[src/rtl/assert_macros.svh]
// assertion macros used by the detector top level
`ifndef ASSERT_MACROS_SVH
`define ASSERT_MACROS_SVH

// checked on every clock edge outside reset
`define ASSERT_CLK(label, prop, msg) \
    label: assert property (@(posedge i_clk) disable iff (!i_rst_n) prop) else $error(msg);

// checked on every clock edge, reset included
`define ASSERT_ALWAYS(label, prop, msg) \
    label: assert property (@(posedge i_clk) prop) else $error(msg);

`endif

[src/rtl/wtvd_pkg.sv]
// package: constants and register codes of the trend vote detector
package wtvd_pkg;

    localparam int WINDOW_LEN_DEF = 5;

    localparam int IN_BITS     = 50;
    localparam int IN_TDATA_W  = 56;
    localparam int OUT_TDATA_W = 16;
    localparam int CNT_OUT_W   = 3;

    localparam int CFG_IDX_W  = 3;
    localparam int CFG_DATA_W = 16;
    localparam int VOTES_W    = 3;

    localparam logic [CFG_IDX_W-1:0] CFG_RANK_THR  = 3'd0;
    localparam logic [CFG_IDX_W-1:0] CFG_ETX_THR   = 3'd1;
    localparam logic [CFG_IDX_W-1:0] CFG_RX_HIGH   = 3'd2;
    localparam logic [CFG_IDX_W-1:0] CFG_RX_LOW    = 3'd3;
    localparam logic [CFG_IDX_W-1:0] CFG_VOTES     = 3'd4;

    localparam logic [15:0]        NO_PARENT_ETX     = 16'd128;
    localparam logic [15:0]        RANK_THR_RST      = 16'd128;
    localparam logic [15:0]        ETX_THR_RST       = 16'd128;
    localparam logic [15:0]        RX_HIGH_RST       = 16'd150;
    localparam logic [15:0]        RX_LOW_RST        = 16'd15;
    localparam logic [VOTES_W-1:0] VOTES_RST         = 3'd3;

endpackage

[src/rtl/windowed_trend_vote_detector_unit.sv]
// top level: sliding-window trend vote detector with input and result registers
// a word's result enters the result register when that one is empty or being read
// throughput: one word per cycle unless the result side stalls; window work settles
//   between input and result register, the window itself updates once per word
// reset (i_rst_n low, synchronous): both stages empty, window empty, first tick
//   not yet seen, sensor mode, thresholds back to 128/128/150/15 and 3 votes
`include "assert_macros.svh"

module windowed_trend_vote_detector_unit
    import wtvd_pkg::*;
#(
    parameter int WINDOW_LEN = WINDOW_LEN_DEF
) (
    input  logic                   i_clk,
    input  logic                   i_rst_n,
    input  logic                   i_s_tvalid,
    output logic                   o_s_tready,
    // instance_present, node_rank[16], parent_present, link_etx[16], rx_total[16]
    input  logic [IN_TDATA_W-1:0]  i_s_tdata,
    output logic                   o_m_tvalid,
    input  logic                   i_m_tready,
    // window_full, rank_rises[3], etx_rises[3], busy_ticks[3], quiet_ticks[3],
    // activate, deactivate, sink_mode
    output logic [OUT_TDATA_W-1:0] o_m_tdata,
    input  logic                   i_cfg_we,
    input  logic [CFG_IDX_W-1:0]   i_cfg_idx,
    input  logic [CFG_DATA_W-1:0]  i_cfg_data
);

    localparam int FILL_W = $clog2(WINDOW_LEN + 1);
    localparam int CNT_W  = $clog2(WINDOW_LEN + 1);
    localparam int CMP_W  = (CNT_W > VOTES_W) ? CNT_W : VOTES_W;
    localparam logic [FILL_W-1:0] FILL_FULL = FILL_W'(WINDOW_LEN);

    // configuration
    logic [15:0]        r_rank_thr, r_etx_thr, r_rx_high, r_rx_low;
    logic [VOTES_W-1:0] r_votes;

    // pipeline stages
    logic                   r_in_valid;
    logic [IN_BITS-1:0]     r_in_data;
    logic                   r_out_valid;
    logic [OUT_TDATA_W-1:0] r_out_data;
    logic                   advance;

    // detector state
    logic              r_seen;
    logic [FILL_W-1:0] r_fill;
    logic [15:0]       r_rank_win [WINDOW_LEN];
    logic [15:0]       r_etx_win  [WINDOW_LEN];
    logic [15:0]       r_rx_win   [WINDOW_LEN];
    logic [15:0]       r_prev_rx;
    logic              r_mode;

    logic              n_fill;
    logic [FILL_W-1:0] n_fill_lvl;
    logic [15:0]       n_rank_win [WINDOW_LEN];
    logic [15:0]       n_etx_win  [WINDOW_LEN];
    logic [15:0]       n_rx_win   [WINDOW_LEN];
    logic [15:0]       n_prev_rx;
    logic              n_mode;
    logic [OUT_TDATA_W-1:0] n_out_data;

    // decoded word and working values
    logic              present, parent;
    logic [15:0]       rank, etx_raw, etx, rx, delta;
    logic              wr_en, full, act, deact;
    logic [FILL_W-1:0] fill_inc, fill_after;
    logic [15:0]       s_rank [WINDOW_LEN];
    logic [15:0]       s_etx  [WINDOW_LEN];
    logic [15:0]       s_rx   [WINDOW_LEN];
    logic [CNT_W-1:0]  rr, er, busy, quiet;
    logic [CMP_W-1:0]  rr_x, er_x, busy_x, quiet_x, votes_x;

    assign advance    = r_in_valid && (!r_out_valid || i_m_tready);
    assign o_s_tready = !r_in_valid || advance;
    assign o_m_tvalid = r_out_valid;
    assign o_m_tdata  = r_out_data;

    assign present = r_in_data[0];
    assign rank    = r_in_data[16:1];
    assign parent  = r_in_data[17];
    assign etx_raw = r_in_data[33:18];
    assign rx      = r_in_data[49:34];
    assign etx     = parent ? etx_raw : NO_PARENT_ETX;
    assign delta   = rx - r_prev_rx;

    always_comb begin
        wr_en    = present && r_seen && (r_fill < FILL_FULL);
        fill_inc = wr_en ? r_fill + FILL_W'(1) : r_fill;
        full     = present && (fill_inc == FILL_FULL);

        for (int i = 0; i < WINDOW_LEN; i++) begin
            if (wr_en && r_fill == FILL_W'(i)) begin
                s_rank[i] = rank;
                s_etx[i]  = etx;
                s_rx[i]   = delta;
            end else begin
                s_rank[i] = r_rank_win[i];
                s_etx[i]  = r_etx_win[i];
                s_rx[i]   = r_rx_win[i];
            end
        end

        // a full window slides and takes the new sample as newest, which stores
        // the filling sample twice
        for (int i = 0; i < WINDOW_LEN - 1; i++) begin
            n_rank_win[i] = full ? s_rank[i+1] : s_rank[i];
            n_etx_win[i]  = full ? s_etx[i+1]  : s_etx[i];
            n_rx_win[i]   = full ? s_rx[i+1]   : s_rx[i];
        end
        n_rank_win[WINDOW_LEN-1] = full ? rank  : s_rank[WINDOW_LEN-1];
        n_etx_win[WINDOW_LEN-1]  = full ? etx   : s_etx[WINDOW_LEN-1];
        n_rx_win[WINDOW_LEN-1]   = full ? delta : s_rx[WINDOW_LEN-1];

        rr    = '0;
        er    = '0;
        busy  = '0;
        quiet = '0;
        if (full) begin
            for (int i = 1; i < WINDOW_LEN; i++) begin
                if ({1'b0, n_rank_win[i]} >= {1'b0, n_rank_win[0]} + {1'b0, r_rank_thr})
                    rr = rr + CNT_W'(1);
                if ({1'b0, n_etx_win[i]} >= {1'b0, n_etx_win[0]} + {1'b0, r_etx_thr})
                    er = er + CNT_W'(1);
            end
            for (int i = 0; i < WINDOW_LEN; i++) begin
                if (n_rx_win[i] >= r_rx_high)
                    busy = busy + CNT_W'(1);
                if (n_rx_win[i] <= r_rx_low)
                    quiet = quiet + CNT_W'(1);
            end
        end

        rr_x    = CMP_W'(rr);
        er_x    = CMP_W'(er);
        busy_x  = CMP_W'(busy);
        quiet_x = CMP_W'(quiet);
        votes_x = CMP_W'(r_votes);

        // activation wins; once it fires the window is empty and no quiet vote
        act        = full && (rr_x >= votes_x) && !r_mode;
        fill_after = act ? '0 : fill_inc;
        deact      = present && (fill_after == FILL_FULL) && (quiet_x >= votes_x) && r_mode;
        n_fill_lvl = deact ? '0 : fill_after;
        n_fill     = 1'b1;

        if (act)
            n_mode = 1'b1;
        else if (deact)
            n_mode = 1'b0;
        else
            n_mode = r_mode;

        n_prev_rx = present ? rx : r_prev_rx;

        n_out_data = {n_mode, deact, act, quiet_x[CNT_OUT_W-1:0], busy_x[CNT_OUT_W-1:0],
                      er_x[CNT_OUT_W-1:0], rr_x[CNT_OUT_W-1:0], full};
    end

    always_ff @(posedge i_clk) begin
        if (!i_rst_n) begin
            r_rank_thr <= RANK_THR_RST;
            r_etx_thr  <= ETX_THR_RST;
            r_rx_high  <= RX_HIGH_RST;
            r_rx_low   <= RX_LOW_RST;
            r_votes    <= VOTES_RST;
        end else if (i_cfg_we) begin
            case (i_cfg_idx)
                CFG_RANK_THR: r_rank_thr <= i_cfg_data;
                CFG_ETX_THR:  r_etx_thr  <= i_cfg_data;
                CFG_RX_HIGH:  r_rx_high  <= i_cfg_data;
                CFG_RX_LOW:   r_rx_low   <= i_cfg_data;
                CFG_VOTES:    r_votes    <= i_cfg_data[VOTES_W-1:0];
                default: ;
            endcase
        end
    end

    always_ff @(posedge i_clk) begin
        if (!i_rst_n) begin
            r_in_valid  <= 1'b0;
            r_out_valid <= 1'b0;
            r_seen      <= 1'b0;
            r_fill      <= '0;
            r_prev_rx   <= '0;
            r_mode      <= 1'b0;
        end else begin
            if (o_s_tready)
                r_in_valid <= i_s_tvalid;
            if (advance)
                r_out_valid <= 1'b1;
            else if (i_m_tready)
                r_out_valid <= 1'b0;
            if (advance) begin
                r_seen    <= n_fill;
                r_fill    <= n_fill_lvl;
                r_prev_rx <= n_prev_rx;
                r_mode    <= n_mode;
            end
        end
    end

    // payload registers
    always_ff @(posedge i_clk) begin
        if (o_s_tready && i_s_tvalid)
            r_in_data <= i_s_tdata[IN_BITS-1:0];
        if (advance) begin
            r_out_data <= n_out_data;
            for (int i = 0; i < WINDOW_LEN; i++) begin
                r_rank_win[i] <= n_rank_win[i];
                r_etx_win[i]  <= n_etx_win[i];
                r_rx_win[i]   <= n_rx_win[i];
            end
        end
    end

    `ASSERT_CLK(a_no_double_pulse, r_out_valid |-> !(r_out_data[13] && r_out_data[14]), "activate and deactivate in one word")
    `ASSERT_CLK(a_counts_need_full, (r_out_valid && !r_out_data[0]) |-> (r_out_data[12:1] == '0), "counts without a full window")
    `ASSERT_CLK(a_fill_bound, r_fill <= FILL_FULL, "fill level beyond window length")
    `ASSERT_CLK(a_mode_moves_on_word, (r_mode != $past(r_mode)) |-> $past(advance), "mode changed without a word")

endmodule

[config.mk]
export PLATFORM = sky130hd
export DESIGN_NAME = windowed_trend_vote_detector_unit
export DESIGN_NICKNAME = d
export VERILOG_FILES = /design/src/rtl/wtvd_pkg.sv /design/src/rtl/windowed_trend_vote_detector_unit.sv
export VERILOG_INCLUDE_DIRS = /design/src /design/src/rtl
export SDC_FILE = /design/constraint.sdc
export NUM_CORES = 1
export LEC_CHECK = 0
export BUFFER_PORTS_ARGS = -buffer_cell sky130_fd_sc_hd__buf_2
export CAP_MARGIN = 10
export CORE_MARGIN = 2
export CORE_UTILIZATION = 63
export DETAILED_ROUTE_END_ITERATION = 16
export PLACE_DENSITY = 0.81
export SYNTH_ARGS = -nofsm -noshare
export SYNTH_HDL_FRONTEND = slang
export SYNTH_SLANG_ARGS = --single-unit
[constraint.sdc]
create_clock -name i_clk -period 12.2 [get_ports i_clk]
set_input_delay 0 -clock i_clk [delete_from_list [all_inputs] [get_ports i_clk]]
set_output_delay 0 -clock i_clk [all_outputs]
set_load 0.03 [all_outputs]
## After elaboration in Yosys (flattened, before gate mapping)

Memory sizes are Yosys's and may differ from the RTL's.
Cells that the tools add are included.

- Register bits after elaboration: 156
- Memory bits (writable): 240
- Memories: 3

- Add/sub/neg operators: 18
- $lt $le $gt $ge: 21
- Eq/ne operators: 10
- Mux-type cells: 74
- Reduce and logical (&&, ||, !) cells: 29

Memory list:

| memory | depth | bits a word | read ports | clocked after memory_dff | write ports | RTL line | source |
|---|---|---|---|---|---|---|---|
| r_etx_win | 5 | 16 | 5 | 0 | 5 | windowed_trend_vote_detector_unit.sv:50 | `logic [15:0] r_etx_win [WINDOW_LEN];` |
| r_rank_win | 5 | 16 | 5 | 0 | 5 | windowed_trend_vote_detector_unit.sv:49 | `logic [15:0] r_rank_win [WINDOW_LEN];` |
| r_rx_win | 5 | 16 | 5 | 0 | 5 | windowed_trend_vote_detector_unit.sv:51 | `logic [15:0] r_rx_win [WINDOW_LEN];` |

Operators with widths:

| operator | number |
|---|---|
| two-way mux 16 bit | 31 |
| >= comparator 16 x 17 -> 1 bit | 8 |
| two-way mux 3 bit | 33 |
| >= comparator 16 bit | 5 |
| less-or-equal comparator 16 bit | 5 |
| adder 3 x 1 -> 3 bit (second input constant) | 15 |
| adder 16 x 16 -> 17 bit | 2 |
| subtractor 16 bit | 1 |
| logical AND 1 bit | 15 |
| equality test 3 x 2 -> 1 bit (second input constant) | 4 |
| equality test 3 bit (second input constant) | 4 |
| AND reduction 2 bit | 6 |
| two-way mux 1 bit | 10 |
| equality test 3 x 1 -> 1 bit (second input constant) | 2 |
| >= comparator 3 bit | 2 |
| logical NOT 3 bit | 2 |
| logical NOT 1 bit | 3 |
| less-than comparator 3 bit (second input constant) | 1 |
| logical OR 1 bit | 2 |
| nonzero test 2 bit | 1 |

## Longest topological paths before layout

Gate-level depths: netlist of run 1.

- Depth in word-level cells: 29
- Mapped depth: 50

## Least setup slack after synthesis of run 1

Ideal clock, no wire load.

- Kind: reg-to-reg
- From: register r_out_valid (netlist: o_m_tvalid)
- To: register r_fill[1]
- Setup time: 0.128 ns
- Arrival: 9.605 ns
- Setup slack: 2.467 ns
- Stages on the path, launching flop included: 7
- Clock period less this slack: 9.733 ns
- Path through: dfxtp_1 > nor2b_1 > nor2b_1 > clkbuf_1 > o21ai_0 > a22oi_1 > nor2b_1

- Longest elaborated chain between the ends: 3

RTL lines:

| item | RTL line | source |
|---|---|---|
| from (decl) | windowed_trend_vote_detector_unit.sv:42 | `logic r_out_valid;` |
| from (signal assigned) | windowed_trend_vote_detector_unit.sv:183 | `r_out_valid <= 1'b0;` |
| from (signal assigned) | windowed_trend_vote_detector_unit.sv:192 | `r_out_valid <= 1'b1;` |
| from (signal assigned) | windowed_trend_vote_detector_unit.sv:194 | `r_out_valid <= 1'b0;` |
| logical NOT 1 bit | windowed_trend_vote_detector_unit.sv:75 | `assign advance = r_in_valid && (!r_out_valid \|\| i_m_tready);` |
| logical OR 1 bit | windowed_trend_vote_detector_unit.sv:75 |  |
| logical AND 1 bit | windowed_trend_vote_detector_unit.sv:75 |  |
| net advance | windowed_trend_vote_detector_unit.sv:44 | `logic advance;` |
| to (signal assigned) | windowed_trend_vote_detector_unit.sv:197 | `r_fill <= n_fill_lvl;` |
| to (decl) | windowed_trend_vote_detector_unit.sv:48 | `logic [FILL_W-1:0] r_fill;` |

The timed path passes the listed nets, and every way through them passes these cells.
A chain may end at the register's enable or synchronous reset.

==> results of run 1 <==
-- power breakdown --
group | leakage (nW) | total (mW) | internal, mW | switching [mW]
Clock | 0.696 | 1.32 | 0.757 | 0.561
Sequential | 3.62 | 1.55 | 1.52 | 0.0281
Combinational | 7.59 | 0.635 | 0.249 | 0.386
Total | 11.9 | 3.50 | 2.52 | 0.975
-- layout make-up --
| type | count | area, um^2 |
|---|---|---|
| Inverter | 93 | 351.6 |
| Multi-Input combinational cell | 2134 | 14580 |
| Timing Repair Buffer | 180 | 1311 |
| Clock buffer | 61 | 1281 |
| Clock inverter | 21 | 133.9 |
| Tap cell | 532 | 665.6 |
| Fill cell | 3013 | 11700 |
| Sequential cell | 396 | 10990 |
-- cells in the final DEF (no fill, tap or decap), drive strengths merged, types with 37 or more instances in the layout --
cell type,instances
ha,355
nand2,338
nor2,315
edfxtp,306
a21oi,252
buf,110
o21ai,104
inv,96
dfxtp,90
a21o,77
a21boi,76
dlygate4sd3,70
o22ai,68
mux2i,66
clkbuf,61
a211oi,59
o21a,52
nor2b,44
nand4,37
-- critical path: cells and delay by family, from the launching register on --
| family | cells | cell delay (ns) |
|---|---|---|
| compound gates | 24 | 4.07 |
| xor+xnor | 2 | 0.59 |
| fa+ha+maj | 9 | 2.80 |
| buf+inv | 1 | 0.61 |
| flops | 1 | 0.38 |
| simple gates | 9 | 2.00 |
-- registers in the layout, summed over array words and instances, names as in the netlist --
register	count
o_m_tdata	16
r_rank_win	80
r_rx_high	16
r_mode	1
r_etx_win	80
r_prev_rx	16
r_rank_thr	16
r_votes	3
r_fill	3
r_rx_low	16
r_seen	1
r_rx_win	80
r_in_data	50
r_etx_thr	16
o_m_tvalid	1
r_in_valid	1
-- cells by family after synthesis --
logic type	after synthesis	share of synthesized area (%)
buf+inv	203	2.976
mux	69	2.653
flops	396	41.76
fa+ha+maj	361	17.23
compound gates	785	19.13
simple gates	865	14.33
xor+xnor	54	1.930
-- metrics by stage --
step | total power, mW | utilization (%) | worst slack [ns] | instance area [um^2]
2_1_floorplan | 2.002 | - | 2.467 | 26320
3_3_place_gp | 2.142 | 66.32 | 2.301 | 27200
3_5_place_dp | 2.173 | 66.32 | 1.937 | 27200
4_1_cts | 3.501 | 71.48 | 1.873 | 29320
5_1_grt | 3.632 | 71.48 | 0.9318 | 29320
6_report | 3.499 | 71.48 | 1.653 | 29320
-- path summary, 6_finish.rpt --
| path | start | depth (start not counted) | endpoint |
|---|---|---|---|
| setup / recovery | r_fill[0]$_SDFFE_PN0P_ | 45 | r_fill[2]$_SDFFE_PN0P_ |
| hold / removal | i_cfg_we | 3 | r_votes[1]$_SDFFE_PN1P_ |
| setup reg to reg | r_fill[0]$_SDFFE_PN0P_ | 45 | r_fill[2]$_SDFFE_PN0P_ |
| hold reg to reg | r_rx_high[5]$_SDFFE_PN0P_ | 2 | r_rx_high[5]$_SDFFE_PN0P_ |
-- metal layers --
metal	wire length, um	share of wire, %	vias to the layer above
li1	-	-	10290
met3	6579	8.8	210
met5	0	0	-
met2	34050	46	1000
met4	3849	5.2	0
met1	30080	40	10360
==> impl_metrics.json, run 1 <==
{
  "result_of_the_run": "finished, final reports clean",
  "placeableCoreArea_mm2": 0.04102,
  "post-route-min-period_ns": 10.55,
  "dp_hpwl_mm": 51.73,
  "cts.htree.levels": 2,
  "fin_setup_tns_ns": 0,
  "worstPathArrival_ns": 11.07,
  "grt_setup_unrepaired": "false",
  "whs_ns": 0.04348,
  "globalRouteOverflowTotal": 0,
  "dr.pass1.iters": 6,
  "postSynthAreaPerCell_um2": 9.629,
  "global_route.usage.met2_pct": 54.78,
  "power_leakage_nw": 11.90,
  "number_of_flops_mapped_to_enable_cells_by_yosys": 306,
  "yosysWarnings": 0,
  "slew_violations": 0,
  "setup_viol": 0,
  "clk-insertion-delay-late_ns": 0.59,
  "clock_root_buffer": "sky130_fd_sc_hd__clkbuf_16",
  "cp-start-kind": "flop",
  "drv.max_cap_violation_count": 0,
  "vdd_ir_drop_max_uv": 117.8,
  "start_util_pct": 64.16,
  "holdBufCountCts": 70,
  "worstSetupPathType": "flop to flop",
  "route.antenna.remaining_nets": 0,
  "critical_path_peak_fanout": 62,
  "global_route.usage.met3_pct": 5.675,
  "yosys-top-cells-area": "sky130_fd_sc_hd__edfxtp_1, sky130_fd_sc_hd__ha_1, sky130_fd_sc_hd__dfxtp_1",
  "clockBufferDepth": 3,
  "wl_mm": 74.55,
  "sequential_share_of_the_synthesized_area_pct": 41.76,
  "clk_transition_reported_paths_ns": 0.06,
  "syn-num-nets": 3171,
  "antenna_cells_inserted": 0,
  "floorplan.io_pins": 98,
  "cp_data_required_time_ns": 12.72,
  "ys.flop_type": "sky130_fd_sc_hd__edfxtp_1",
  "syn-instance-count": 2733,
  "dpl.cell_count": 3265,
  "globalRouteMet1Util_pct": 44.83,
  "critical-path-slowest-cell": "sky130_fd_sc_hd__nand2_1",
  "maxClockFrequency_mhz": 94.82,
  "drive_above_1_share_pct": 7.452,
  "die-height_um": 208.4,
  "timing.critical_path.slowest_cell_delay_ns": 0.74,
  "cp_common_cell": "sky130_fd_sc_hd__ha_1",
  "power_per_cell_area_mw_per_mm2": 119.3,
  "first_pass_grt_wire_length_mm": 116.5,
  "antenna_violations_before_repair": 0,
  "drc_errors": 0,
  "place_congestion": 0.9719,
  "die_w_um": 208.4,
  "worstMarginPinSlew_ns": 1.115,
  "layout-area-overhead-vs-synth_pct": 11.40,
  "worst_clock_skew_ns": 0.02361,
  "slew_headroom_pct": 25.69,
  "detail_route.wl_per_cell_um": 21.82,
  "holdCritPathClass": "input pin to flop",
  "critPathCaptureType": "flop",
  "number_of_setup_buffers_added_after_cts": 0,
  "track_usage_pct": 34.17,
  "vias_per_cell": 6.396,
  "grt_start_max_net_pins": 187,
  "layout.nets": 3287,
  "floorplan.die_area_mm2": 0.04342,
  "min_period_over_period_pct": 86.45,
  "tritoncts_clock_tree": "done",
  "synth-seq-cells": 396,
  "netlist_cell_types": 79,
  "dominant_cell_by_count_in_the_synthesized_netlist": "sky130_fd_sc_hd__ha_1",
  "yosys-top-cells-count": "sky130_fd_sc_hd__ha_1, sky130_fd_sc_hd__nand2_1, sky130_fd_sc_hd__nor2_1, sky130_fd_sc_hd__edfxtp_1, sky130_fd_sc_hd__a21oi_1",
  "io_buffers": 91,
  "hold_viol_final": 0,
  "post_synth_instance_area_mm2": 0.02632,
  "vias": 21860,
  "postCtsResizedCells": 0,
  "initialDrtViolationCount": 2056,
  "vias_in_the_first_global_route": 21210,
  "yosysTopAreaCell": "sky130_fd_sc_hd__edfxtp_1",
  "grt_busiest_layer": "met2",
  "core.rowCount": 74,
  "synthArstFlopShare_pct": 0,
  "number_of_buffers_created_by_cts": 44,
  "numClockSinks": 396,
  "ff2ff_setup_slack_ns": 1.65,
  "fin_cells": 3417,
  "synth_largest_type_area_fraction_pct": 34.92
}
No activity file was read; power rests on OpenSTA's default activity.
==> inputs of run 2 (changes only) <==
--- a/config.mk
+++ b/config.mk
@@ -8,7 +8,7 @@
 export LEC_CHECK = 0
 export BUFFER_PORTS_ARGS = -buffer_cell sky130_fd_sc_hd__buf_2
 export CAP_MARGIN = 10
-export CORE_MARGIN = 2
+export CORE_MARGIN = 8
 export CORE_UTILIZATION = 63
 export DETAILED_ROUTE_END_ITERATION = 16
 export PLACE_DENSITY = 0.81
==> run 2 against run 1 <==
  * Sequential share of layout area decreased by 0.15 points
  * Worst setup slack got worse by 0.32 ns
  * Power rose by 2.6%
  * Via count is essentially flat
  * Utilization down 0.67 points
  * Combinational power is 0.9% higher
  * Critical path type unchanged
  * Global-route usage decreased by 2.8 points
  * Final cell count rose by 0.41%
  * Die area up 12%
==> impl_metrics.json, run 2 (synthesis results as in run 1) <==
{
  "setup_viol": 0,
  "power_leakage_nw": 11.96,
  "n_fill_cell": 3041,
  "globalRouteOverflowTotal": 0,
  "vias_per_cell": 6.365,
  "dp_hpwl_mm": 53.01,
  "cp-start-kind": "flop",
  "holdCritStartpoint": "i_cfg_we",
  "cts.htree.levels": 2,
  "drv.max_cap_violation_count": 0,
  "cp_data_required_time_ns": 12.73,
  "place_congestion": 0.9300,
  "worst_clock_skew_ns": 0.01773,
  "dpl.cell_count": 3275,
  "result_of_the_run": "finished, final reports clean",
  "tritoncts_clock_tree": "done",
  "worstPathArrival_ns": 11.40,
  "critical_path.top_delay_family": "compound AO/OA/AOI/OAI gates",
  "track_usage_pct": 31.35,
  "final_critical_path_setup_slack_ns": 1.332,
  "layout-area-overhead-vs-synth_pct": 11.85,
  "layout.nets": 3291,
  "hold_viol_final": 0,
  "endpoint_of_the_worst_hold_timing_path": "r_votes[1]$_SDFFE_PN1P_",
  "number_of_setup_buffers_added_after_cts": 0,
  "clockBufferDepth": 3,
  "number_of_buffers_created_by_cts": 45,
  "timing.critical_path.depth": 44,
  "min_delay_path_depth": 3,
  "fin_cells": 3431,
  "die-height_um": 220.4,
  "grt_start_max_net_pins": 91,
  "largest_registers": "r_etx_win: 80 flops, r_rank_win: 80 flops, r_rx_win: 80 flops",
  "floorplan.die_area_mm2": 0.04857,
  "vdd_ir_drop_max_uv": 115.0,
  "r2r-end": "r_fill[1]$_SDFFE_PN0P_",
  "rr_worst_depth": 44,
  "worstPathBufferInverterCount": 2,
  "drive_above_1_share_pct": 7.615,
  "holdBufCountCts": 70,
  "final_cell_area_mm2": 0.02943,
  "min_period_over_period_pct": 89.08,
  "multi_input_comb_area_mm2": 0.01458,
  "slew_headroom_pct": 24.75,
  "vias": 21840,
  "total_power_mw": 3.590,
  "die_w_um": 220.4,
  "sequential_cell_area_mm2": 0.01099,
  "holdCritPathClass": "input pin to flop",
  "dr.pass1.iters": 6,
  "postPlaceCellArea_mm2": 0.02722,
  "worstMarginPinSlew_ns": 1.126,
  "drc_errors": 0,
  "critical_path.reg2reg.startpoint": "r_fill[0]$_SDFFE_PN0P_",
  "numClockSinks": 396,
  "io_buffers": 91,
  "vias_in_the_first_global_route": 21660,
  "placeableCoreArea_mm2": 0.04157,
  "floorplan.io_pins": 98,
  "core.rowCount": 75,
  "final_cell_mix": "sky130_fd_sc_hd__ha_1, sky130_fd_sc_hd__nand2_1, sky130_fd_sc_hd__nor2_1",
  "dp_slack_ns": 1.503,
  "power_per_cell_area_mw_per_mm2": 122.0,
  "post-route-min-period_ns": 10.87,
  "critical-path-slowest-cell": "sky130_fd_sc_hd__o211ai_4",
  "start_util_pct": 63.30,
  "timing.critical_path.slowest_cell_delay_ns": 0.83,
  "final_common_cell": "sky130_fd_sc_hd__ha_1",
  "ff2ff_setup_slack_ns": 1.33,
  "first_pass_grt_wire_length_mm": 118.6,
  "critPathCaptureType": "flop",
  "maxClockFrequency_mhz": 92.02,
  "clock_root_buffer": "sky130_fd_sc_hd__clkbuf_16",
  "wl_mm": 76.53,
  "detail_route.wl_per_cell_um": 22.31,
  "clk-insertion-delay-late_ns": 0.60,
  "worstSetupPathType": "flop to flop",
  "clk_transition_reported_paths_ns": 0.06,
  "critical_path_peak_fanout": 34,
  "fin_setup_tns_ns": 0,
  "cp_common_cell": "sky130_fd_sc_hd__a21oi_1",
  "initialDrtViolationCount": 2205,
  "antenna_violations_before_repair": 2,
  "slew_violations": 0,
  "route.antenna.remaining_nets": 0,
  "grt_setup_unrepaired": "false",
  "postCtsResizedCells": 0
}
-- run 2: worst max path at each step --
stage	start	slack, ns	to
global route	r_fill[1]$_SDFFE_PN0P_	0.59	r_fill[0]$_SDFFE_PN0P_
floorplan	o_m_tvalid$_SDFFE_PN0P_	2.47	r_fill[1]$_SDFFE_PN0P_
CTS	r_fill[0]$_SDFFE_PN0P_	1.40	r_fill[1]$_SDFFE_PN0P_
finish	r_fill[0]$_SDFFE_PN0P_	1.33	r_fill[1]$_SDFFE_PN0P_
detailed placement	r_fill[0]$_SDFFE_PN0P_	1.50	r_fill[1]$_SDFFE_PN0P_
global placement	r_fill[0]$_SDFFE_PN0P_	2.02	r_fill[1]$_SDFFE_PN0P_
-- run 2: layout make-up --
| type | instances | area share, % |
|---|---|---|
| Timing Repair Buffer | 183 | 4.489 |
| Inverter | 93 | 1.194 |
| Multi-Input combinational cell | 2134 | 49.54 |
| Clock buffer | 59 | 4.213 |
| Sequential cell | 396 | 37.34 |
| Antenna cell | 3 | 0.02550 |
| Clock inverter | 24 | 0.9054 |
| Tap cell | 539 | 2.291 |
-- run 2: worst reg2reg max path: cells and delay by family, from the launching register on --
family / cells / cell delay, ns
AND/OR/NAND/NOR: 9 / 1.86
flip-flops: 1 / 0.47
AO/OA/AOI/OAI: 23 / 4.58
buffers and inverters: 2 / 0.68
XOR/XNOR: 2 / 0.62
adder cells (fa/ha/maj): 8 / 2.58
-- run 2: per-layer routing --
layer  up-vias  GRT usage, %  part of all wire [%]
li1      10290             -                     -
met3       246         4.565                   7.9
met2       994         50.50                    45
met1     10310         39.72                    41
met5         -             0                     0
met4         0         19.16                   6.1
-- run 2: metrics by stage --
stage | util, % | hold slack [ns]
2_1_floorplan | - | 0.09887
3_3_place_gp | 65.48 | 0.1765
3_5_place_dp | 65.48 | 0.1781
4_1_cts | 70.79 | 0.004762
5_1_grt | 70.80 | 0.03584
6_report | 70.81 | 0.03086
-- run 2: report_power, final --
group / internal [mW] / total [mW] / leakage (nW) / switching (mW)
Sequential: 1.52 / 1.55 / 3.62 / 0.0288
Clock: 0.824 / 1.40 / 0.744 / 0.579
Combinational: 0.251 / 0.641 / 7.60 / 0.390
